## src/blur_pkg.sv

```systemverilog
// Shared types, constants and codes of the weighted 3x3 blur.
package blur_pkg;

    localparam int MAX_WIDTH  = 1024;
    localparam int MAX_HEIGHT = 4096;

    localparam int COL_W  = 11;
    localparam int ROW_W  = 13;
    localparam int ADDR_W = $clog2(MAX_WIDTH);
    localparam int CFG_W  = 13;
    localparam int CHAN_W = 8;
    localparam int SUM_W  = 13;

    localparam logic [COL_W-1:0] WIDTH_RESET  = COL_W'(640);
    localparam logic [ROW_W-1:0] HEIGHT_RESET = ROW_W'(480);
    localparam logic [COL_W-1:0] WIDTH_MAX    = COL_W'(MAX_WIDTH);
    localparam logic [ROW_W-1:0] HEIGHT_MAX   = ROW_W'(MAX_HEIGHT);

    localparam logic [CHAN_W-1:0] ALPHA_OPAQUE = 8'hFF;

    // floor(x / 19) = (x * 6899) >> 17 for all x up to 19 * 255
    localparam int              DIV_SHIFT = 17;
    localparam logic [SUM_W-1:0] DIV_MUL  = SUM_W'(6899);

    typedef enum logic {
        CMD_PIXEL = 1'b0,
        CMD_DRAIN = 1'b1
    } t_cmd;

    typedef enum logic [0:0] {
        REG_FRAME_WIDTH  = 1'b0,
        REG_FRAME_HEIGHT = 1'b1
    } t_reg_idx;

    typedef struct packed {
        logic [CHAN_W-1:0] blue;
        logic [CHAN_W-1:0] green;
        logic [CHAN_W-1:0] red;
    } t_pixel;

    typedef struct packed {
        logic emit;
        logic first_col;
        logic last_col;
        logic first_row;
        logic last_row;
        logic last;
    } t_pos_info;

    typedef struct packed {
        logic   last;
        t_pixel pix;
    } t_result;

endpackage

```

## src/blur_out_fifo.sv

```systemverilog
// Two-entry output buffer that parts the pipeline from the downstream ready.
module blur_out_fifo
    import blur_pkg::*;
(
    input  logic     i_clk,
    input  logic     i_rst_n,
    input  logic     i_push,
    input  t_result  i_result,
    input  logic     i_ready,
    output logic     o_valid,
    output t_result  o_result,
    output logic     o_full
);

    t_result    r_entry [2];
    logic       r_wr_ptr;
    logic       r_rd_ptr;
    logic [1:0] r_count;
    logic       pop;

    assign o_valid  = (r_count != 2'd0);
    assign o_full   = (r_count == 2'd2);
    assign o_result = r_entry[r_rd_ptr];
    assign pop      = o_valid && i_ready;

    always_ff @(posedge i_clk) begin
        if (i_push) begin
            r_entry[r_wr_ptr] <= i_result;
        end
    end

    always_ff @(posedge i_clk) begin
        if (!i_rst_n) begin
            r_wr_ptr <= 1'b0;
            r_rd_ptr <= 1'b0;
            r_count  <= 2'd0;
        end else begin
            if (i_push) begin
                r_wr_ptr <= ~r_wr_ptr;
            end
            if (pop) begin
                r_rd_ptr <= ~r_rd_ptr;
            end
            r_count <= r_count + 2'(i_push) - 2'(pop);
        end
    end

    a_push_room: assert property (@(posedge i_clk) disable iff (!i_rst_n)
        i_push |-> (!o_full || pop))
        else $error("result pushed into full output buffer");

    a_valid_after_push: assert property (@(posedge i_clk) disable iff (!i_rst_n)
        i_push |=> o_valid)
        else $error("pushed result not presented");

    a_hold_stalled: assert property (@(posedge i_clk) disable iff (!i_rst_n)
        (o_valid && !i_ready) |=> o_valid)
        else $error("stalled result dropped");

endmodule

```

## config.mk

```make
export PLATFORM = sky130hd
export DESIGN_NAME = blur_out_fifo
export DESIGN_NICKNAME = d
export VERILOG_FILES = /design/src/blur_pkg.sv /design/src/blur_out_fifo.sv
export SDC_FILE = /design/constraint.sdc
export NUM_CORES = 1
export LEC_CHECK = 0
export BUFFER_PORTS_ARGS = -buffer_cell sky130_fd_sc_hd__buf_2
export CAP_MARGIN = 15
export CORE_MARGIN = 8
export CORE_UTILIZATION = 46
export DETAILED_ROUTE_END_ITERATION = 10
export PLACE_DENSITY = 0.82
export SLEW_MARGIN = 40
export SYNTH_ARGS = -nofsm -noshare
export SYNTH_HDL_FRONTEND = slang
export SYNTH_SLANG_ARGS = --single-unit
```

## constraint.sdc

```tcl
create_clock -name i_clk -period 1.8 [get_ports i_clk]
set_input_delay 0.09 -clock i_clk [delete_from_list [all_inputs] [get_ports i_clk]]
set_output_delay 0.09 -clock i_clk [all_outputs]
set_load 0.02 [all_outputs]
```

==> flow_metrics.py <==
metrics = {
    "floorplan": {
        "die_y_um": 84.4,
        "die-width_um": 84.4,
        "initial_core_util": 0.465,
        "num_rows": 25,
        "core_um2": 4630,
        "die_area_um2": 7130,
        "io_pins": 56,
    },
    "sta": {
        "rsz0062_at_grt": "false",
        "finalSetupTns_ns": 0,
        "hold_ws_ns": 0.0419,
        "period_share": 0.822,
        "worstMarginPinSlew_ns": 0.365,
        "fin_skew_ns": 0.00834,
        "max-slew-margin-rel": 0.755,
        "fin_crit_ns": 1.48,
        "final-hold-violation-count": 0,
        "slew_violations": 0,
        "fmax_mhz": 676,
        "setup_viol": 0,
    },
    "cells_and_area": {
        "fin_nets": 220,
        "fill_cells": 347,
        "antennaDiodeCount": 0,
        "layout-drive-gt1-share": 0.495,
        "syn_to_final_growth_pct": 33.6,
    },
    "clocking": {
        "clock_sinks": 55,
        "cts_hold_buf": 25,
        "numCtsBuffers": 5,
        "cts_resized": 0,
        "clkSlewWorstSetupHoldPaths_ns": 0.09,
        "post-cts-setup-buffer-count": 0,
        "cts_buffer_depth": 2,
        "htree_levels": 2,
        "root_buffer": "clkbuf_8",
        "cts_tree": "yes",
        "insertion_delay_ns": 0.30,
    },
    "hold_path": {
        "holdCritStartpoint": "i_rst_n",
        "hp-class": "in2reg",
        "hold_end": "r_wr_ptr",
        "min_path_cells": 2,
    },
    "critical_path": {
        "cp.required_ns": 1.71,
        "cp.arrival_ns": 1.39,
        "cp_cell_sequence": "buf_4 > mux2_2 > buf_2",
        "r2r-end": "r_count[1]",
        "cp_max_fo": 8,
        "path_class": "reg2out",
        "endpoint_kind": "primary output",
        "start_kind": "register",
        "crit_slowest_cell": "dfxtp_1",
        "worst-r2r-cell-count": 6,
        "cpPeakStageDelay_ns": 0.38,
        "rr_startpoint": "r_count[0]",
        "rrSetupSlack_ns": 0.35,
    },
    "pwr": {
        "p_per_area_nw_per_um2": 1150,
        "ir_drop_uv": 696,
        "power.leakage_nw": 1.16,
    },
    "routing": {
        "drtIter0Drc": 60,
        "wl_per_cell_um": 16.1,
        "vias": 1164,
        "drt_wl_total_mm": 3.94,
        "ant_nets": 0,
        "drc": 0,
        "drt_pass1_iterations": 4,
        "viasPerCell": 4.77,
    },
    "placement": {
        "portBuffers": 55,
        "gp_routability_congestion": 0.638,
        "dp_hpwl_mm": 2.74,
    },
    "logic_synthesis": {
        "ys.warnings.count": 0,
        "syn_inst": 101,
        "postSynthAreaPerCell_um2": 21.3,
        "ys_seq_area_frac": 0.744,
        "syn_nets": 132,
        "synth_seq_cells": 55,
        "synth_area_um2": 2150,
        "ys_types": 16,
    },
    "global_route": {
        "grt_pass1_vias": 1319,
        "grt_pass1_wl_mm": 6.54,
        "overflow": 0,
        "antenna_found_initial": 0,
        "grt_usage": 0.118,
        "grt_max_degree": 22,
    },
    "status": {
        "status": "complete, no violations",
    },
    "job": {
        "cap_violations": 0,
    },
}
-- worst max path at each step --
stage	startpoint	end	slack [ns]	depth (start not counted)
2_1_floorplan	r_wr_ptr	r_entry[0][0]	0.39	1
3_3_place_gp	r_count[0]	r_count[0]	0.46	5
3_5_place_dp	r_count[0]	r_count[1]	0.35	6
4_1_cts	register	o_result[1]	0.29	3
5_1_grt	r_count[0]	r_count[1]	0.22	6
6_report	register	o_result[24]	0.32	3
-- placed cells by master, fill, tap and decap left out, drive strengths merged --
cell type	Yosys	final
clkbuf	0	5
inv	2	2
bufinv	0	1
or2	1	1
buf	3	59
and2	2	2
ha	2	2
nand2b	1	1
nand2	1	1
mux2	25	25
nor2b	4	4
clkinv	0	2
xnor3	1	1
mux2i	2	2
edfxtp	50	50
dfxtp	5	5
dlygate4sd3	0	25
o21a	2	2
-- state kept, by name (all words and copies together) (netlist names), named ones only --
name      cells
r_entry      50
r_count       2
r_rd_ptr      1
r_wr_ptr      1
-- synthesized netlist by cell type --
master / number / area share
edfxtp_1: 50 / 0.70
mux2_4: 20 / 0.14
dfxtp_1: 5 / 0.046
mux2_2: 5 / 0.026
nor2b_1: 4 / 0.012
and2_1: 2 / 0.0058
buf_12: 2 / 0.019
ha_1: 2 / 0.012
inv_1: 2 / 0.0035
mux2i_1: 2 / 0.0093
o21a_1: 2 / 0.0070
buf_6: 1 / 0.0052
nand2_1: 1 / 0.0017
nand2b_1: 1 / 0.0029
or2_2: 1 / 0.0029
xnor3_1: 1 / 0.010
-- critical path, delay by kind of cell, from the launching register on --
family                 cells  cell delay (ns)
multiplexers               1             0.35
flip-flops                 1             0.38
buffers and inverters      2             0.36
-- per-stage QoR --
| step | setup WS (ns) | total power, mW | area, um^2 | utilization | std cells |
|---|---|---|---|---|---|
| global route | 0.219 | 3.46 | 2880 | 0.622 | 244 |
| finish | 0.320 | 3.30 | 2880 | 0.622 | 244 |
| detailed placement | 0.352 | 2.51 | 2510 | 0.543 | 211 |
| floorplan | 0.395 | 2.28 | 2160 | - | 101 |
| global placement | 0.456 | 2.47 | 2510 | 0.543 | 211 |
| CTS | 0.287 | 3.34 | 2880 | 0.622 | 244 |
-- area by class of cell --
class | count | area, um^2 | area share
inverter | 2 | 7.51 | 0.00261
timing repair buffer | 84 | 593 | 0.206
sequential | 55 | 1600 | 0.557
clock buffer | 5 | 68.8 | 0.0239
tap | 54 | 67.6 | 0.0235
multi-input combinational | 41 | 495 | 0.172
clock inverter | 3 | 43.8 | 0.0152
-- cell families after synthesis --
kind of cell,after synthesis,synth area share
AOI/OAI and AO/OA,2,0.00697
xor gates and xnor gates,1,0.0105
adders and majority gates,2,0.0116
buffers and inverters,5,0.0273
DFF,55,0.744
muxes,27,0.175
and+or+nand+nor,9,0.0250
-- metal layers --
metal / share of wire / routed length (um) / vias up / global-route usage
li1: - / - / 559 / -
met1: 0.40 / 1590 / 557 / 0.126
met2: 0.51 / 2030 / 42 / 0.204
met3: 0.068 / 268 / 6 / 0.0478
met4: 0.013 / 53 / 0 / 0.0405
met5: 0 / 0 / - / 0
-- power by group --
| part | internal, mW | switching (mW) | total, mW |
|---|---|---|---|
| logic | 0.496 | 0.473 | 0.969 |
| registers | 1.49 | 0.0489 | 1.54 |
| clock network | 0.414 | 0.377 | 0.791 |
| total | 2.41 | 0.899 | 3.30 |
No activity file was read; power rests on OpenSTA's default activity.
