==> config.mk <==
export PLATFORM = sky130hd
export DESIGN_NAME = blur_kernel
export DESIGN_NICKNAME = d
export VERILOG_FILES = /design/src/blur_pkg.sv /design/src/blur_kernel.sv
export SDC_FILE = /design/constraint.sdc
export NUM_CORES = 1
export LEC_CHECK = 0
export BUFFER_PORTS_ARGS = -buffer_cell sky130_fd_sc_hd__buf_2
export CAP_MARGIN = 0
export CORE_MARGIN = 10
export CORE_UTILIZATION = 40
export CTS_CLUSTER_SIZE = 40
export DETAILED_ROUTE_END_ITERATION = 8
export GPL_ROUTABILITY_DRIVEN = 0
export PLACE_DENSITY = 0.58
export SLEW_MARGIN = 20
export SYNTH_ARGS = -nofsm -noshare
export SYNTH_HDL_FRONTEND = slang
export SYNTH_SLANG_ARGS = --single-unit
==> constraint.sdc <==
create_clock -name i_clk -period 9.2 [get_ports i_clk]
set_input_delay 0.92 -clock i_clk [delete_from_list [all_inputs] [get_ports i_clk]]
set_output_delay 0.92 -clock i_clk [all_outputs]
set_load 0.05 [all_outputs]
==> src/blur_pkg.sv <==
// Shared types, constants and codes of the weighted 3x3 blur.
package blur_pkg;

    localparam int MAX_WIDTH  = 1024;
    localparam int MAX_HEIGHT = 4096;

    localparam int COL_W  = 11;
    localparam int ROW_W  = 13;
    localparam int ADDR_W = $clog2(MAX_WIDTH);
    localparam int CFG_W  = 13;
    localparam int CHAN_W = 8;
    localparam int SUM_W  = 13;

    localparam logic [COL_W-1:0] WIDTH_RESET  = COL_W'(640);
    localparam logic [ROW_W-1:0] HEIGHT_RESET = ROW_W'(480);
    localparam logic [COL_W-1:0] WIDTH_MAX    = COL_W'(MAX_WIDTH);
    localparam logic [ROW_W-1:0] HEIGHT_MAX   = ROW_W'(MAX_HEIGHT);

    localparam logic [CHAN_W-1:0] ALPHA_OPAQUE = 8'hFF;

    // floor(x / 19) = (x * 6899) >> 17 for all x up to 19 * 255
    localparam int              DIV_SHIFT = 17;
    localparam logic [SUM_W-1:0] DIV_MUL  = SUM_W'(6899);

    typedef enum logic {
        CMD_PIXEL = 1'b0,
        CMD_DRAIN = 1'b1
    } t_cmd;

    typedef enum logic [0:0] {
        REG_FRAME_WIDTH  = 1'b0,
        REG_FRAME_HEIGHT = 1'b1
    } t_reg_idx;

    typedef struct packed {
        logic [CHAN_W-1:0] blue;
        logic [CHAN_W-1:0] green;
        logic [CHAN_W-1:0] red;
    } t_pixel;

    typedef struct packed {
        logic emit;
        logic first_col;
        logic last_col;
        logic first_row;
        logic last_row;
        logic last;
    } t_pos_info;

    typedef struct packed {
        logic   last;
        t_pixel pix;
    } t_result;

endpackage

==> src/blur_kernel.sv <==
// Edge-clamped tap selection, weighted sum and division by nineteen.
module blur_kernel
    import blur_pkg::*;
(
    input  logic       i_clk,
    input  logic       i_rst_n,
    input  logic       i_adv,
    input  logic       i_valid,
    input  t_pos_info  i_info,
    input  t_pixel     i_win [9],
    output logic       o_push,
    output t_result    o_result
);

    logic [SUM_W-1:0] r_d_sum [3];
    logic             r_d_valid;
    logic             r_d_last;

    t_pixel           tap [9];
    logic [SUM_W-1:0] n_sum [3];

    always_comb begin
        tap[0] = i_info.first_col ? i_win[3] : i_win[0];
        tap[1] = i_info.first_col ? i_win[4] : i_win[1];
        tap[2] = i_info.first_col ? i_win[5] : i_win[2];
        tap[3] = i_win[3];
        tap[4] = i_win[4];
        tap[5] = i_win[5];
        tap[6] = i_info.last_col ? i_win[3] : i_win[6];
        tap[7] = i_info.last_col ? i_win[4] : i_win[7];
        tap[8] = i_info.last_col ? i_win[5] : i_win[8];
        for (int c = 0; c < 3; c++) begin
            if (i_info.first_row) begin
                tap[3*c] = tap[3*c+1];
            end
            if (i_info.last_row) begin
                tap[3*c+2] = tap[3*c+1];
            end
        end
    end

    always_comb begin
        logic [SUM_W-1:0] ring;
        logic [SUM_W-1:0] centre;
        for (int k = 0; k < 3; k++) begin
            ring = '0;
            for (int t = 0; t < 9; t++) begin
                if (t != 4) begin
                    ring = ring + SUM_W'(tap[t][CHAN_W*k +: CHAN_W]);
                end
            end
            centre   = SUM_W'(tap[4][CHAN_W*k +: CHAN_W]);
            n_sum[k] = (ring << 1) + (centre << 1) + centre;
        end
    end

    always_ff @(posedge i_clk) begin
        if (i_adv && i_valid) begin
            for (int k = 0; k < 3; k++) begin
                r_d_sum[k] <= n_sum[k];
            end
            r_d_last <= i_info.last;
        end
    end

    always_ff @(posedge i_clk) begin
        if (!i_rst_n) begin
            r_d_valid <= 1'b0;
        end else if (i_adv) begin
            r_d_valid <= i_valid;
        end
    end

    always_comb begin
        logic [2*SUM_W-1:0] prod;
        logic [3*CHAN_W-1:0] quo;
        quo = '0;
        for (int k = 0; k < 3; k++) begin
            prod = r_d_sum[k] * DIV_MUL;
            quo[CHAN_W*k +: CHAN_W] = prod[DIV_SHIFT +: CHAN_W];
        end
        o_result.pix  = t_pixel'(quo);
        o_result.last = r_d_last;
        o_push        = i_adv && r_d_valid;
    end

endmodule

==> metrics.yaml <==
finalClockSkew_ns: 0
cp-start-kind: "input pin"
slowest_stage: "buf_4"
worstSetupPathType: "in2reg"
grt_pass1_wl_mm: 83.35
setup_viol: 0
synth_edf_count: 40
clk_path_buf_depth: 2
yosysSeqAreaShare: 0.06193
ctsHoldBuffers: 0
dp.cells: 2935
cts_tree: "yes"
antenna_found_initial: 6
vias_per_cell: 4.886
ant_nets: 0
final_cell_count_no_fill: 2946
final_layout_size_suffix_gt1_frac: 0.1479
synthDistinctLibCells: 57
cp_cell_sequence: "buf_4, buf_4, mux2i_1, o21ai_0, fa_1, fa_1, fa_1, inv_1, fa_1, inv_1, ha_1, fa_1, a21o_1, a21oi_1, xnor2_1, fa_1, ha_1, o21ai_0, o21ba_2, o31a_1, o21ai_0, xnor2_1"
slew_violations: 0
cts_root_buffer: "clkbuf_16"
multi_input_area_um2: 16130
cp_max_fo: 44
cts_resized: 0
drt_wl_total_mm: 50.24
worstMarginPinSlew_ns: 0.9945
synthesis.nets: 2955
synthArstFlopShare: 0
overflow: 0
synth_warnings: 0
synth_flop_cell: "edfxtp_1"
ctsHtreeMaxLevel: 2
arrival_ns: 7.27
regArea_um2: 1221
drt_iter0_drc: 578
timing.max_cap.violations: 0
grt_setup_unrepaired: "false"
clock-sinks: 41
nFillCells: 4822
avgSynthCellArea_um2: 9.586
die_area_um2: 58570
areaGrowthSynthToFinish_pct: 10.98
dpl.hpwl_mm: 45.24
max_stage_delay_ns: 0.54
die_w_um: 242.0
num_vias: 14390
nets: 3176
clk-insertion-delay-late_ns: 0.29
drtPass1Iterations: 4
cts_buffers: 5
io_pins: 252
slew_headroom: 0.3370
fin_setup_tns_ns: 0
wire_per_inst_um: 17.05
grt_use_total: 0.1751
post-cts-setup-buffers: 0
fin_crit_ns: 7.232
drc: 0
hold_viol_final: 0
fin_area_um2: 21880
rows: 81
cpMostUsedCell: "fa_1"
grt_max_degree: 81
core_um2: 48850
outcome: "finished, final reports clean"
port_buffers: 250
placed_area_um2: 21710
clk_pin_slew_ns: 0.06
hp-class: "reg2reg"
grt_pass1_vias: 15770
initial_core_util: 0.4036
crit_path_end_kind: "flip-flop"
synthesis.area_um2: 19720
crit_required_ns: 9.24
synth-seq-cells: 41
die_h_um: 242.0
period_share: 0.7861
netlist_instances: 2057
fmax_mhz: 138.3
## registers in the layout (all words and copies together) (netlist names)
signal and flops:
r_d_last 1, r_d_sum 39, r_d_valid 1
## final timing paths
path	from	endpoint	slack, ns	cells after the start
setup / recovery	i_info[4]	r_d_sum[0][24]	1.97	22
hold / removal	r_d_valid	r_d_valid	0.60	2
setup reg to reg	r_d_valid	r_d_valid	8.51	2
hold reg to reg	r_d_valid	r_d_valid	0.60	2
## per-stage QoR
| stage | hold WS, ns | worst slack (ns) | utilization |
|---|---|---|---|
| 2_1_floorplan | 0.5351 | 2.119 | - |
| 3_3_place_gp | 0.5622 | 1.722 | 0.4444 |
| 3_5_place_dp | 0.5927 | 1.608 | 0.4444 |
| 4_1_cts | 0.6154 | 1.929 | 0.4478 |
| 5_1_grt | 0.6345 | 1.477 | 0.4479 |
| 6_report | 0.5974 | 1.968 | 0.4480 |
## per-layer routing
metal | track usage | vias to the layer above | part of all wire
met3 | 0.02712 | 47 | 0.047
met1 | 0.2361 | 7087 | 0.47
met5 | 0 | - | 0.00060
met2 | 0.2873 | 319 | 0.46
met4 | 0.04698 | 4 | 0.025
li1 | - | 6937 | -
## worst max-delay path, delay by kind of cell
| kind | cells | cell delay (ns) |
|---|---|---|
| AOI/OAI and AO/OA | 7 | 1.31 |
| muxes | 1 | 0.30 |
| adders and majority gates | 8 | 3.42 |
| buffers and inverters | 4 | 1.02 |
| xor gates and xnor gates | 2 | 0.26 |
## area by class of cell
cell class | count | share of cell area
Multi-Input combinational cell | 1387 | 0.7369
Inverter | 585 | 0.1003
Timing Repair Buffer | 258 | 0.06095
Sequential cell | 41 | 0.05580
Tap cell | 664 | 0.03796
Clock buffer | 6 | 0.005889
Clock inverter | 2 | 0.001772
Antenna cell | 3 | 0.0003431
## cell families after synthesis
| family | after synthesis | synth area share |
|---|---|---|
| mux | 181 | 0.09594 |
| fa+ha+maj | 672 | 0.5658 |
| simple gates | 205 | 0.04651 |
| compound gates | 265 | 0.08110 |
| buf+inv | 629 | 0.1203 |
| xor+xnor | 64 | 0.02843 |
| flops | 41 | 0.06193 |
## cells in the final DEF, fill, tap and decap left out, types with 18 or more instances in the layout
cell and count:
mux2_2 64, ha_1 306, xor2_1 18, nand2_1 54, buf_2 246, a21o_1 21
nor2_1 87, fa_1 366, xnor2_1 46, inv_1 585, mux2i_1 117, a21oi_1 103
o21ai_0 71, edfxtp_1 40
## synthesized netlist by cell type (3+ instances only)
| cell | n | area [um2] |
|---|---|---|
| nor2b_1 | 17 | 106.4 |
| mux2i_1 | 117 | 1171 |
| fa_1 | 366 | 7327 |
| xnor2_1 | 46 | 402.9 |
| ha_1 | 306 | 3829 |
| buf_2 | 6 | 30.03 |
| and3_1 | 5 | 31.28 |
| buf_1 | 8 | 30.03 |
| a21oi_1 | 103 | 515.5 |
| nor2_1 | 87 | 326.6 |
| o21ai_0 | 71 | 355.3 |
| o41ai_1 | 3 | 26.28 |
| o21bai_1 | 4 | 30.03 |
| clkbuf_1 | 29 | 108.9 |
| a21boi_0 | 3 | 22.52 |
| o31a_1 | 3 | 26.28 |
| a211oi_1 | 17 | 127.6 |
| nor3_1 | 11 | 55.05 |
| nand3_1 | 7 | 35.03 |
| nand4_1 | 6 | 37.54 |
| nand2b_1 | 7 | 43.79 |
| inv_1 | 585 | 2196 |
| mux2_2 | 64 | 720.7 |
| edfxtp_1 | 40 | 1201 |
| o211ai_1 | 5 | 37.54 |
| o21a_1 | 11 | 82.58 |
| a21o_1 | 21 | 157.7 |
| nand2_1 | 54 | 202.7 |
| xor2_1 | 18 | 157.7 |
Power is not shown: default switching activity piles up to over one toggle a cycle in this logic, so the estimate is an artifact.
