$ cat src/blur_pkg.sv
// Shared types, constants and codes of the weighted 3x3 blur.
package blur_pkg;

    localparam int MAX_WIDTH  = 1024;
    localparam int MAX_HEIGHT = 4096;

    localparam int COL_W  = 11;
    localparam int ROW_W  = 13;
    localparam int ADDR_W = $clog2(MAX_WIDTH);
    localparam int CFG_W  = 13;
    localparam int CHAN_W = 8;
    localparam int SUM_W  = 13;

    localparam logic [COL_W-1:0] WIDTH_RESET  = COL_W'(640);
    localparam logic [ROW_W-1:0] HEIGHT_RESET = ROW_W'(480);
    localparam logic [COL_W-1:0] WIDTH_MAX    = COL_W'(MAX_WIDTH);
    localparam logic [ROW_W-1:0] HEIGHT_MAX   = ROW_W'(MAX_HEIGHT);

    localparam logic [CHAN_W-1:0] ALPHA_OPAQUE = 8'hFF;

    // floor(x / 19) = (x * 6899) >> 17 for all x up to 19 * 255
    localparam int              DIV_SHIFT = 17;
    localparam logic [SUM_W-1:0] DIV_MUL  = SUM_W'(6899);

    typedef enum logic {
        CMD_PIXEL = 1'b0,
        CMD_DRAIN = 1'b1
    } t_cmd;

    typedef enum logic [0:0] {
        REG_FRAME_WIDTH  = 1'b0,
        REG_FRAME_HEIGHT = 1'b1
    } t_reg_idx;

    typedef struct packed {
        logic [CHAN_W-1:0] blue;
        logic [CHAN_W-1:0] green;
        logic [CHAN_W-1:0] red;
    } t_pixel;

    typedef struct packed {
        logic emit;
        logic first_col;
        logic last_col;
        logic first_row;
        logic last_row;
        logic last;
    } t_pos_info;

    typedef struct packed {
        logic   last;
        t_pixel pix;
    } t_result;

endpackage

$ cat src/blur_ctrl.sv
// Configuration registers and raster position counters of the blur.
module blur_ctrl
    import blur_pkg::*;
(
    input  logic                i_clk,
    input  logic                i_rst_n,
    input  logic                i_cfg_we,
    input  logic [0:0]          i_cfg_index,
    input  logic [CFG_W-1:0]    i_cfg_data,
    input  logic                i_accept,
    input  logic                i_cmd,
    input  t_pixel              i_pixel,
    output logic [ADDR_W-1:0]   o_addr,
    output t_pixel              o_pixel,
    output t_pos_info           o_info
);

    logic [COL_W-1:0] r_frame_width;
    logic [ROW_W-1:0] r_frame_height;
    logic [COL_W-1:0] r_in_col,  n_in_col;
    logic [ROW_W-1:0] r_in_row,  n_in_row;
    logic [COL_W-1:0] r_out_col, n_out_col;
    logic [ROW_W-1:0] r_out_row, n_out_row;

    logic [COL_W-1:0] w;
    logic [ROW_W-1:0] h;
    logic [COL_W-1:0] ic, oc, ic_inc, oc_inc;
    logic [ROW_W-1:0] ir, orow;
    logic             emit, last;

    always_ff @(posedge i_clk) begin
        if (!i_rst_n) begin
            r_frame_width  <= WIDTH_RESET;
            r_frame_height <= HEIGHT_RESET;
        end else if (i_cfg_we) begin
            unique case (t_reg_idx'(i_cfg_index))
                REG_FRAME_WIDTH:  r_frame_width  <= i_cfg_data[COL_W-1:0];
                REG_FRAME_HEIGHT: r_frame_height <= i_cfg_data[ROW_W-1:0];
            endcase
        end
    end

    always_comb begin
        w = r_frame_width;
        if (r_frame_width == '0) begin
            w = COL_W'(1);
        end else if (r_frame_width > WIDTH_MAX) begin
            w = WIDTH_MAX;
        end
        h = r_frame_height;
        if (r_frame_height == '0) begin
            h = ROW_W'(1);
        end else if (r_frame_height > HEIGHT_MAX) begin
            h = HEIGHT_MAX;
        end

        // wrap columns left past a shrunk width, restart past the height
        ic = r_in_col;
        ir = r_in_row;
        if (r_in_col >= w) begin
            ic = '0;
            ir = r_in_row + ROW_W'(1);
        end
        oc   = r_out_col;
        orow = r_out_row;
        if (r_out_col >= w) begin
            oc   = '0;
            orow = r_out_row + ROW_W'(1);
        end
        if (orow >= h) begin
            ic   = '0;
            ir   = '0;
            oc   = '0;
            orow = '0;
        end

        emit = (ir >= ROW_W'(2)) || ((ir == ROW_W'(1)) && (ic != '0));
        last = emit && (orow == h - ROW_W'(1)) && (oc == w - COL_W'(1));

        ic_inc    = ic + COL_W'(1);
        n_in_col  = ic_inc;
        n_in_row  = ir;
        if (ic_inc >= w) begin
            n_in_col = '0;
            n_in_row = ir + ROW_W'(1);
        end
        oc_inc    = oc + COL_W'(1);
        n_out_col = oc;
        n_out_row = orow;
        if (emit) begin
            n_out_col = oc_inc;
            if (oc_inc >= w) begin
                n_out_col = '0;
                n_out_row = orow + ROW_W'(1);
            end
        end
        if (last) begin
            n_in_col  = '0;
            n_in_row  = '0;
            n_out_col = '0;
            n_out_row = '0;
        end

        o_addr           = ic[ADDR_W-1:0];
        o_pixel          = (t_cmd'(i_cmd) == CMD_DRAIN) ? t_pixel'('0) : i_pixel;
        o_info.emit      = emit;
        o_info.first_col = (oc == '0);
        o_info.last_col  = (oc == w - COL_W'(1));
        o_info.first_row = (orow == '0);
        o_info.last_row  = (orow == h - ROW_W'(1));
        o_info.last      = last;
    end

    always_ff @(posedge i_clk) begin
        if (!i_rst_n) begin
            r_in_col  <= '0;
            r_in_row  <= '0;
            r_out_col <= '0;
            r_out_row <= '0;
        end else if (i_accept) begin
            r_in_col  <= n_in_col;
            r_in_row  <= n_in_row;
            r_out_col <= n_out_col;
            r_out_row <= n_out_row;
        end
    end

endmodule

$ cat config.mk
export PLATFORM = sky130hd
export DESIGN_NAME = blur_ctrl
export DESIGN_NICKNAME = d
export VERILOG_FILES = /design/src/blur_pkg.sv /design/src/blur_ctrl.sv
export SDC_FILE = /design/constraint.sdc
export NUM_CORES = 1
export LEC_CHECK = 0
export BUFFER_PORTS_ARGS = -buffer_cell sky130_fd_sc_hd__buf_2
export CORE_MARGIN = 2
export CORE_UTILIZATION = 45
export CTS_CLUSTER_DIAMETER = 40
export DETAILED_ROUTE_END_ITERATION = 10
export PLACE_DENSITY = 0.68
export SYNTH_ARGS = -nofsm -noshare
export SYNTH_HDL_FRONTEND = slang
export SYNTH_SLANG_ARGS = --single-unit
export TNS_END_PERCENT = 1
$ cat constraint.sdc
create_clock -name i_clk -period 14.19 [get_ports i_clk]
set_input_delay 1.419 -clock i_clk [delete_from_list [all_inputs] [get_ports i_clk]]
set_output_delay 1.419 -clock i_clk [all_outputs]
set_load 0.02 [all_outputs]
==> impl_results.md <==
- Final Max Slew Viols: 0
- Dominant cells by area after synthesis: dfxtp_1 19%, ha_1 12%, nand2_1 7.9%
- Worst VDD drop: 0.00006609 V
- Cts hold-fix bufs: 0
- Period utilization: 64.37%
- Setup TNS: 0 ps
- Pwr/cell area: 72.54 nW/um2
- Fillers: between 1500 and 2000
- Worst Skew: 7.034 ps
- DIE AREA: 17920 um2
- CTS tree: built
- Critical path startpoint category: flop
- PostCTS Resize Cnt: 0
- Largest net degree at the start of global routing: 48
- Worst R2R Path Depth: 33
- Core area: approximately 17000 um2
- Top-count cell post-synth: nand2_1
- Post-route insts no fill: 1278
- DRT Pass-1 Iters: 5
- Reg-to-reg startpoint: r_frame_width[10]
- Starting DRT DRC Count: approximately 600
- Via count: ~7500
- Post-DP HPWL: 16210 um
- Final layout net count: 1166
- Std-Cell Rows: 47
- Synth Cell Area: roughly 7600 um2
- CTS Buf Count: 9
- Max-slew headroom: between 20 and 25%
- Grt ovf: 0
- R2R Setup Slk: 5060 ps
- Sequential area share after synthesis: roughly a fifth
- RSZ-0062 raised after global routing: no
- Worst hold start: r_out_row[4]
- Layout cells sized above 1: approximately 13%
- Initial antenna violation count: 0
- WS Path Type: flop to flop
- Syn Area/Cell: 7.453 um2
- Clk buf depth: 2
- Status: finished, final reports clean
- CTS root buf: clkbuf_16
- Setup WS post-layout: 5055 ps
- Worst-Margin Slew: 1189 ps
- Clk sink count: 72
- Post-synth EDFFs: 0
- GPL Wtd Cong: between 0.8 and 0.9
- Worst min path class: flop to flop
- Die height: between 100 and 150 um
- Post-synth top area share: 19.00%
- Final Hold Viols: 0
- Top post-synthesis cells by count: 159 x nand2_1, 72 x dfxtp_1, 70 x ha_1, 70 x nor2_1, 59 x nand3_1
- Die Width: 133.9 um
- Slowest-stage cell, CP: dfxtp_1
- Yosys cell types: 90
- Seq cells post-synth: 72
- GRT Resource Usage Total: 24.20%
- Critical Path RT: 14470 ps
- Fmax: 109.5 MHz
- First-pass GRT wire length: 35400 um
- Final core utilization: 50.60%
- Most used DFF post-synth: dfxtp_1
- CTS H-tree lvls: 3
- Setup violators final: 0
- Dpl ws: ~5300 ps
- Worst-Skew Late Latency: 350 ps
- ANT nets after route: 0
- Ys Warns: 0
- Worst path top cell family by delay: simple AND/OR/NAND/NOR gates
- IO Port Bufs: 82
- Worst-path maximum fanout: 23
- Inserted Diodes: 0
- Top Ports: 83
- Area growth syn-to-layout: 10.21%
- Ys async rst share: 0%
- Max-cap violations: 0
- Worst Hold End: r_out_row[4]
- Drt via density: about 5.9
- Residual DRC: 0
- Dpl cells: 1262
- Synthesized Nets: 1131
- Worst r2r dst: r_in_row[7]
- Cells after Synth: 1018
- Pleak: 3.450 nW
- Most used cell, CP: nor2_1
- Yosys top cell by area: dfxtp_1
- Buf/Inv on CP: 3
- Worst setup EP type: flop
- Avg WL per Cell: 16.68 um
- Fin crit period: 9135 ps
- CP max stage delay: 680 ps
- Worst Path Arrival: 9410 ps
- Starting Density: 45.92%
- Hold Crit Depth: 1
- Number of global-route vias before repair: 6955
- Post-CTS Setup Inserts: 0
- Final wirelength: approximately 21000 um
- CTS clock-pin slew for the worst setup and hold paths: approximately 60 ps
==> kinds of logic (layout without fill, tap and decap cells) <==
kind of cell | count (synthesis) | after routing | share of synthesized area, %
and+or+nand+nor | 465 | 465 | 31.74
AOI/OAI and AO/OA | 233 | 233 | 22.16
buffers and inverters | 98 | 138 | 5.706
DFF | 72 | 72 | 19.00
adders and majority gates | 70 | 70 | 11.54
xor gates and xnor gates | 68 | 68 | 8.196
muxes | 12 | 12 | 1.649
==> how the worst max path moves through the flow <==
stage / startpoint / endpoint / slack, ps / depth (start not counted)
after floorplan: r_frame_width[2] / o_info[0] / 6210 / 34
after global placement: r_frame_width[2] / r_in_row[7] / 5560 / 36
after detailed placement: r_frame_width[10] / r_in_row[7] / 5280 / 33
after CTS: r_frame_width[10] / r_in_row[7] / 5220 / 33
after global routing: r_frame_width[2] / r_in_row[7] / 4140 / 36
final: r_frame_width[10] / r_in_row[7] / 5060 / 33
==> flip-flops by register name, summed over array words and instances, names as in the netlist <==
register        count
r_frame_height     13
r_in_row           13
r_out_row          13
r_frame_width      11
r_in_col           11
r_out_col          11
==> area by class of cell <==
type                       count  area (um2)  share of cell area (%)
inverter                      36       136.4                   1.631
clock inverter                 6       113.9                   1.362
timing repair buffer          86       440.4                   5.267
clock buffer                  10       239.0                   2.858
multi-input combinational    848        5715                   68.35
tap                          220       275.3                   3.292
sequential                    72        1441                   17.24
==> placed cells by master (no fill, tap or decap), types with 19 or more instances in the layout <==
cell type / instances
a21boi_0: 38
a21oi_1: 34
buf_2: 82
dfxtp_1: 72
ha_1: 70
inv_1: 32
nand2_1: 159
nand3_1: 59
nand4_1: 19
nor2_1: 70
nor2b_1: 34
nor3_1: 24
o21ai_0: 30
xnor2_1: 41
xor2_1: 25
==> metal layers <==
layer	global-route usage, %	part of all wire (%)	up-vias
met5	0	0	-
met4	5.910	1.2	0
met3	5.064	5.4	24
met2	38.97	46	205
met1	33.16	48	3544
li1	-	-	3758
==> through the flow <==
step           instance area, um2  hold WS [ps]  total power [W]
2_1_floorplan                7587         465.4        0.0003040
3_3_place_gp                 8009         486.9        0.0003350
3_5_place_dp                 8009         494.8        0.0003359
4_1_cts                      8362         508.4        0.0006113
5_1_grt                      8362         520.5        0.0006333
6_report                     8362         509.9        0.0006066
==> power by group <==
group          total (W)  internal (W)  switching [W]
clock           0.000274      0.000177      0.0000969
combinational   0.000117     0.0000443      0.0000730
sequential      0.000215      0.000207     0.00000876
Note: power is estimated with default switching activity, not from simulation.
